==> config.mk <==
export PLATFORM = sky130hd
export DESIGN_NAME = spp_place
export DESIGN_NICKNAME = d
export VERILOG_FILES = /design/src/rtl/spp_pkg.sv /design/src/rtl/spp_place.sv
export SDC_FILE = /design/constraint.sdc
export NUM_CORES = 1
export LEC_CHECK = 0
export BUFFER_PORTS_ARGS = -buffer_cell sky130_fd_sc_hd__buf_2
export CORE_MARGIN = 4
export CORE_UTILIZATION = 64
export DETAILED_ROUTE_END_ITERATION = 6
export GPL_TIMING_DRIVEN = 0
export PLACE_DENSITY = 0.9
export SYNTH_ARGS = -nofsm -noshare
export SYNTH_HDL_FRONTEND = slang
export SYNTH_SLANG_ARGS = --single-unit
export TNS_END_PERCENT = 20
==> constraint.sdc <==
create_clock -name vclk -period 15.8
set_input_delay 1.58 -clock vclk [all_inputs]
set_output_delay 1.58 -clock vclk [all_outputs]
set_load 0.01 [all_outputs]
==> src/rtl/spp_pkg.sv <==
// ----------------------------------------------------------------------------
// spp_pkg: shared constants for surface probe placement
// Field widths, grid default, register indexes and fixed-point constants.
// ----------------------------------------------------------------------------
package spp_pkg;

  localparam int unsigned GRID_EDGE_DEF = 32;

  localparam int unsigned COORD_W   = 5;
  localparam int unsigned SIZE_W    = 6;
  localparam int unsigned EDGE_W    = 5;
  localparam int unsigned COUNT_W   = 15;
  localparam int unsigned DIR_W     = 2;
  localparam int unsigned POS_W     = 17;
  localparam int unsigned CFG_IDX_W = 2;
  localparam int unsigned CFG_DAT_W = 6;

  localparam logic [CFG_IDX_W-1:0] CFG_SIZE_X    = 2'd0;
  localparam logic [CFG_IDX_W-1:0] CFG_SIZE_Y    = 2'd1;
  localparam logic [CFG_IDX_W-1:0] CFG_SIZE_Z    = 2'd2;
  localparam logic [CFG_IDX_W-1:0] CFG_CELL_EDGE = 2'd3;

  localparam logic [SIZE_W-1:0] SIZE_RST = 6'd32;
  localparam logic [EDGE_W-1:0] EDGE_RST = 5'd1;

  // 0.3 world units in Q8
  localparam int signed OFFSET_Q8 = 77;
  localparam int signed POS_MAX   = 131071;

endpackage

==> src/rtl/spp_place.sv <==
// ----------------------------------------------------------------------------
// spp_place: probe position along one axis
// Voxel centre plus the Q8 offset times direction, clamped to the field range.
// ----------------------------------------------------------------------------
module spp_place (
  input  logic [spp_pkg::COORD_W-1:0]      v,
  input  logic signed [spp_pkg::DIR_W-1:0] d,
  input  logic [spp_pkg::EDGE_W-1:0]       cell_edge,
  output logic [spp_pkg::POS_W-1:0]        pos
);
  import spp_pkg::*;

  logic [COORD_W:0]          odd;
  logic [COORD_W+EDGE_W:0]   prod;
  logic signed [POS_W+1:0]   centre;
  logic signed [POS_W+1:0]   offs;
  logic signed [POS_W+1:0]   sum;

  always_comb begin
    odd    = {v, 1'b1};
    prod   = (COORD_W+EDGE_W+1)'(odd) * (COORD_W+EDGE_W+1)'(cell_edge);
    centre = $signed({1'b0, prod, 7'b0});
    case (d)
      2'sb01:  offs = (POS_W+2)'(OFFSET_Q8);
      2'sb11:  offs = -(POS_W+2)'(OFFSET_Q8);
      default: offs = '0;
    endcase
    sum = centre + offs;
    if (sum < 0) begin
      pos = '0;
    end else if (sum > (POS_W+2)'(POS_MAX)) begin
      pos = POS_W'(POS_MAX);
    end else begin
      pos = sum[POS_W-1:0];
    end
  end

endmodule

# After elaboration in Yosys (flattened, before gate mapping)
# Index checks and enable logic that the tools add are counted.
# W data, S select, Z words.
[op_classes]
bitwise = 0
eq_ne = 2
shift = 0
muxes = 3
n_mul = 1
div_mod_pow = 0
addsub = 1
n_reduce_logical = 0
magnitude_cmp = 2
[ops]
columns = ["operator", "n"]
rows = [
  ["$pmux W19 S2", 1],
  ["$mux W17", 2],
  ["$add A19 B19 Y19", 1],
  ["$gt A19 B18 Y1 const B", 1],
  ["$lt A19 B1 Y1 const B", 1],
  ["$mul A6 B5 Y11", 1],
  ["$eq A2 B1 Y1 const B", 1],
  ["$eq A2 B2 Y1 const B", 1],
]
[word_totals]
output_inout_bits = 17
regBits = 0
romBits = 0
latch_bits = 0
n_memories = 0
ram_bits = 0
in_bits = 12
word_cells = 9

# Logic depth before layout (Yosys ltp)
# Gate-level depths: netlist of the first run.
[depth]
ltp_word = 6
depth_mapped = 22
ltp_nobuf = 20

# Worst setup path after synthesis of the first run
# No wires, ideal clock.
[synth_timing]
kind = "input -> output"
from = "input v[0] in the netlist's numbering"
to = "output pos[3] in the netlist's numbering"
cell_stages = 20
path_buffers = 2
setup_slack_ns = 8.025
arrival_time_ns = 6.195
cell_sequence = "and2_1 -> fa_1 -> inv_1 -> fa_1 -> fa_1 -> inv_1 -> ha_1 -> a21oi_1 -> o21ai_0 -> or4_1 -> o311ai_0 -> xnor2_1 -> ha_1 -> or2_2 -> o311a_1 -> nor3_4 -> xnor2_2 -> buf_6 -> o21a_1 -> buf_4"
[synth_via]
elab_chain_len = 5
[synth_lines]
columns = ["item", "line", "rtl"]
rows = [
  ["start: declaration", "spp_place.sv:6", "input logic [spp_pkg::COORD_W-1:0] v,"],
  ["$mul A6 B5 Y11 *", "spp_place.sv:21", "prod = (COORD_W+EDGE_W+1)'(odd) * (COORD_W+EDGE_W+1)'(cell_edge);"],
  ["$add A19 B19 Y19 *", "spp_place.sv:28", "sum = centre + offs;"],
  ["$gt A19 B18 Y1", "spp_place.sv:31", "end else if (sum > (POS_W+2)'(POS_MAX)) begin"],
  ["$mux W17", "spp_place.sv:31", ""],
  ["$mux W17 *", "spp_place.sv:29", "if (sum < 0) begin"],
  ["end: declaration", "spp_place.sv:9", "output logic [spp_pkg::POS_W-1:0] pos"],
]
# Every way passes the cells marked *; elsewhere a longest branch is shown, timed or not.

# Worst setup path after layout of the first run
[layout_timing]
from = "input cell_edge[2] in the netlist's numbering"
to = "output pos[3] in the netlist's numbering"
[layout_via]
elab_chain_len = 5
[layout_lines]
columns = ["item", "line", "rtl"]
rows = [
  ["start: declaration", "spp_place.sv:8", "input logic [spp_pkg::EDGE_W-1:0] cell_edge,"],
  ["$mul A6 B5 Y11 *", "spp_place.sv:21", ""],
  ["$add A19 B19 Y19 *", "spp_place.sv:28", ""],
  ["$gt A19 B18 Y1", "spp_place.sv:31", ""],
  ["$mux W17", "spp_place.sv:31", ""],
  ["$mux W17 *", "spp_place.sv:29", ""],
]
# Marks and branches as above.

==> flow_metrics.tcl, run 1 <==
set metrics [dict create \
    crit_path_start_kind "input pin" \
    status "finished clean" \
    cap_violations 0 \
    rsz0062_at_grt "no" \
    n_antenna_cell 0 \
    synth.top_cells.by_area "ha_1 24%, fa_1 17%, and2_1 7.7%, xnor2_1 6.8%, o21a_1 6.3%" \
    port_buffers 29 \
    dpl.cell_count 244 \
    fp.dieH_microns 57.12 \
    crit_family "adder cells" \
    intPower_mw 0.1012 \
    final_util_pct 76.47 \
    met2_usage_pct 40.46 \
    syn_inst 187 \
    synth_area_leader_cell "ha_1" \
    cp.required_ps 14220 \
    path_common_cell "fa_1" \
    coreArea_sq_um 2255 \
    wirelength_microns 3413 \
    routabilityCongestion 0.8042 \
    critPathMaxFanout 10 \
    grt_pass1_wl_microns 5975 \
    drive_gt1_share_pct 19.91 \
    drc 0 \
    hold_class "in -> out" \
    seq_area_sq_um 0 \
    hold_buffers 0 \
    fin_nets 273 \
    whs_ps 3500 \
    peakVddDrop_mv 0.1189 \
    stdcell_count 244 \
    grt_pass1_vias 1388 \
    vias 1401 \
    dpl_cell_area_sq_um 1724 \
    wire_per_inst_microns 13.99 \
    tns_ps 0 \
    layout_common_cells "30 x buf_2, 30 x ha_1, 21 x inv_1" \
    place_ws_ps 7523 \
    slowest_delay_ps 550 \
    antenna_found_initial 0 \
    viasPerCell 5.742 \
    met3_usage_pct 0.6787 \
    seq_cells 0 \
    grt_busiest_layer "met2" \
    synth_cell_type_count 38 \
    start_util_pct 68.48 \
    fill_cells 185 \
    postCtsSetupRepairBufs 0 \
    path_cells "buf_2, and2_1, fa_1, inv_1, fa_1, fa_1, inv_1, ha_1, a21oi_1, o21ai_0, or4_1, o311ai_0, xnor2_1, ha_1, or2_2, o311a_1, nor3_4, xnor2_2, buf_6, o21a_1, buf_4, buf_2" \
    critPathArrivalTime_ps 6750 \
    p_sw_mw 0.1118 \
    crit_slowest_cell "fa_1" \
    yosysTopAreaCellShare_pct 24.31 \
    grt_max_degree 13 \
    fmax_mhz 120.1 \
    slew_headroom_pct 71.37 \
    finalHoldViolCount 0 \
    synth_warnings 0 \
    pwr-share-clk_pct 0 \
    dieArea_sq_um 3262 \
    rows 17 \
    maxSlewViolCount 0 \
    seq_area_frac_synth_pct 0 \
    dp_hpwl_microns 2993 \
    leakage_nw 0.9355 \
    final_cell_area_sq_um 1724 \
    cp-end-kind "output pin" \
    switching_share_pct 52.48 \
    cts_resized 0 \
    synth.cell_area_sq_um 1544 \
    n_clock_buffer 0 \
    crit_type "in -> out" \
    syn_to_final_growth_pct 11.67 \
    dr.pass1.iters 5 \
    ant_nets 0 \
    fin_crit_ps 8329 \
    seq_power_share_pct 0 \
    syn_nets 242 \
    dieWidth_microns 57.12 \
    power.total_mw 0.2130 \
    worstMarginPinSlew_ps 424.1 \
    overflow 0 \
    p_per_area_nw_per_um2 123.5 \
    pwr-share-comb_pct 100.0 \
    num_io_pins 29 \
    worst-path-buf-inv 6 \
    fin_ws_ps 7471 \
    met1_usage_pct 28.24 \
    fin_crit_sh_pct 52.71 \
    syn_area_per_cell_sq_um 8.257 \
    setup_viol 0 \
    drt_iter0_markers 43 \
    grt_use_total_pct 21.58 \
]
-- routing by layer --
layer,routed length [microns],vias to the layer above
li1,-,700
met1,1512,674
met2,1832,25
met3,58,2
met4,10,0
met5,0,-
-- area by class of cell --
class | count | area [sq um] | share of cell area (%)
multi-input combinational | 159 | 1408 | 81.64
timing repair buffer | 29 | 145.1 | 8.418
inverter | 21 | 78.83 | 4.572
buffer | 7 | 57.56 | 3.338
tap | 28 | 35.03 | 2.032
-- worst paths after layout --
check                   startpoint      to  cells past startpoint
worst max-delay path  cell_edge[2]  pos[3]                     22
worst min-delay path          d[0]  pos[0]                      3
-- synthesized netlist by cell type (3+ instances only) --
cell and n:
nand2_1 15, xor2_1 3, nor2_1 9, nor3_1 3, inv_1 21, a21oi_1 5
o21ai_0 4, o21a_1 13, ha_1 30, xnor2_1 12, buf_4 4, and2_1 19
nor2b_1 5, a21o_1 4, fa_1 13
-- tightest hold or removal path: cells and delay by family --
family / cells / cell delay [ps]
buf+inv: 2 / 220
compound gates: 1 / 120
-- logic make-up after synthesis --
logic type                 count (synthesis)  share of synthesized area (%)
and+or+nand+nor                           62                          21.88
xor gates and xnor gates                  16                          9.563
buffers and inverters                     28                          8.833
adders and majority gates                 43                          41.17
AOI/OAI and AO/OA                         38                          18.56
-- power by group through the flow --
| stage | Sequential [mW] | Clock [mW] | Combinational [mW] |
|---|---|---|---|
| 2_1_floorplan | 0 | 0 | 0.159 |
| 4_1_cts | 0 | 0 | 0.213 |
| 3_5_place_dp | 0 | 0 | 0.211 |
| 3_3_place_gp | 0 | 0 | 0.201 |
| 6_report | 0 | 0 | 0.213 |
| 5_1_grt | 0 | 0 | 0.234 |
Power figures use the tool's default switching activity.
==> run 2, diff against run 1 <==
Settings changed: CORE_UTILIZATION 64 to 60, PLACE_DENSITY 0.9 to 0.85.
Clock period 15.8 ns to 8.1 ns, I/O delays scaled along.
==> flow_metrics.tcl, run 2 (synthesis gave the netlist of run 1 again) <==
set metrics [dict create \
    fmax_mhz 146.6 \
    syn_to_final_growth_pct 11.83 \
    fin_crit_sh_pct 84.21 \
    fin_crit_ps 6821 \
    viasPerCell 5.618 \
    crit_path_start_kind "input pin" \
    finalHoldViolCount 0 \
    wirelength_microns 3188 \
    dp_hpwl_microns 2793 \
    drive_gt1_share_pct 19.91 \
    slew_headroom_pct 69.07 \
    critPathArrivalTime_ps 6010 \
    grt_pass1_wl_microns 5920 \
    overflow 0 \
    n_clock_buffer 0 \
    cap_violations 0 \
    dieWidth_microns 58.73 \
    coreArea_sq_um 2455 \
    drc 0 \
    critPathMaxFanout 10 \
    cts_resized 0 \
    seq_area_sq_um 0 \
    leakage_nw 0.9355 \
    peakVddDrop_mv 0.2703 \
    crit_type "in -> out" \
    rows 18 \
    layout_common_cells "30 x buf_2, 30 x ha_1, 21 x inv_1" \
    port_buffers 29 \
    final_util_pct 70.34 \
    p_per_area_nw_per_um2 235.4 \
    seq_cells 0 \
    routabilityCongestion 0.8560 \
    dieArea_sq_um 3449 \
    grt_max_degree 13 \
    antenna_found_initial 0 \
    fp.dieH_microns 58.73 \
    setup_viol 0 \
    hold_buffers 0 \
    rsz0062_at_grt "no" \
    fin_nets 273 \
    start_util_pct 62.90 \
    drt_iter0_markers 58 \
    tns_ps 0 \
    power.total_mw 0.4065 \
    num_io_pins 29 \
    status "finished clean" \
    n_antenna_cell 0 \
    postCtsSetupRepairBufs 0 \
    grt_use_total_pct 20.82 \
    worstMarginPinSlew_ps 458.2 \
    cp-end-kind "output pin" \
    maxSlewViolCount 0 \
    wire_per_inst_microns 12.96 \
    grt_pass1_vias 1399 \
    cp.required_ps 7290 \
    dr.pass1.iters 4 \
    worstSetupStartpoint "v[0]" \
    cp-endpoint "pos[3]" \
    hold_class "in -> out" \
    ant_nets 0 \
    vias 1382 \
]
[run 2: routing by layer]
metal | track usage, % | wire (microns) | share of wire, % | vias to the layer above
li1 | - | - | - | 697
met5 | 0 | 0 | 0 | -
met2 | 38.64 | 1659 | 52 | 24
met3 | 0.8772 | 78 | 2.4 | 0
met4 | 1.618 | 0 | 0 | 0
met1 | 27.59 | 1450 | 45 | 661
[run 2: critical path, stage by stage]
cell and delay (ps):
buf_2 120, and2_1 170, fa_1 490, inv_1 50, fa_1 500, fa_1 550
inv_1 40, ha_1 320, nor2b_1 140, o21ai_0 220, a21boi_0 160, o21ai_0 280
nor2b_1 240, xnor2_1 150, ha_1 310, nor3b_1 190, o311a_1 350, nor3_4 220
xnor2_2 160, buf_6 160, o21a_1 160, buf_4 110, buf_2 110
[run 2: per-stage QoR]
| stage | instances | instance area, sq um | hold slack [ps] | worst slack [ps] |
|---|---|---|---|---|
| global placement | 246 | 1727 | 1937 | 1481 |
| detailed placement | 246 | 1727 | 1946 | 1320 |
| finish | 246 | 1727 | 1949 | 1279 |
| global route | 246 | 1727 | 1971 | 997.2 |
| floorplan | 187 | 1544 | 1767 | 1865 |
| CTS | 246 | 1727 | 1946 | 1292 |
[run 2: layout make-up]
class,instances,area (sq um)
plain buffers,7,57.56
fillers,223,728.2
inverters,21,78.83
multi-input cells,159,1408
well taps,30,37.54
repair buffers,29,145.1
[run 2: worst min path at each step]
stage | start | endpoint | cells after the start
2_1_floorplan | d[0] | pos[0] | 1
3_3_place_gp | d[0] | pos[0] | 3
3_5_place_dp | d[0] | pos[0] | 3
4_1_cts | d[0] | pos[0] | 3
5_1_grt | d[0] | pos[0] | 3
6_report | d[0] | pos[0] | 3
[run 2: power by group]
part / internal [mW] / switching (mW) / total (mW) / leakage (nW)
Sequential: 0 / 0 / 0 / 0
Clock: 0 / 0 / 0 / 0
Combinational: 0.196 / 0.210 / 0.406 / 0.935
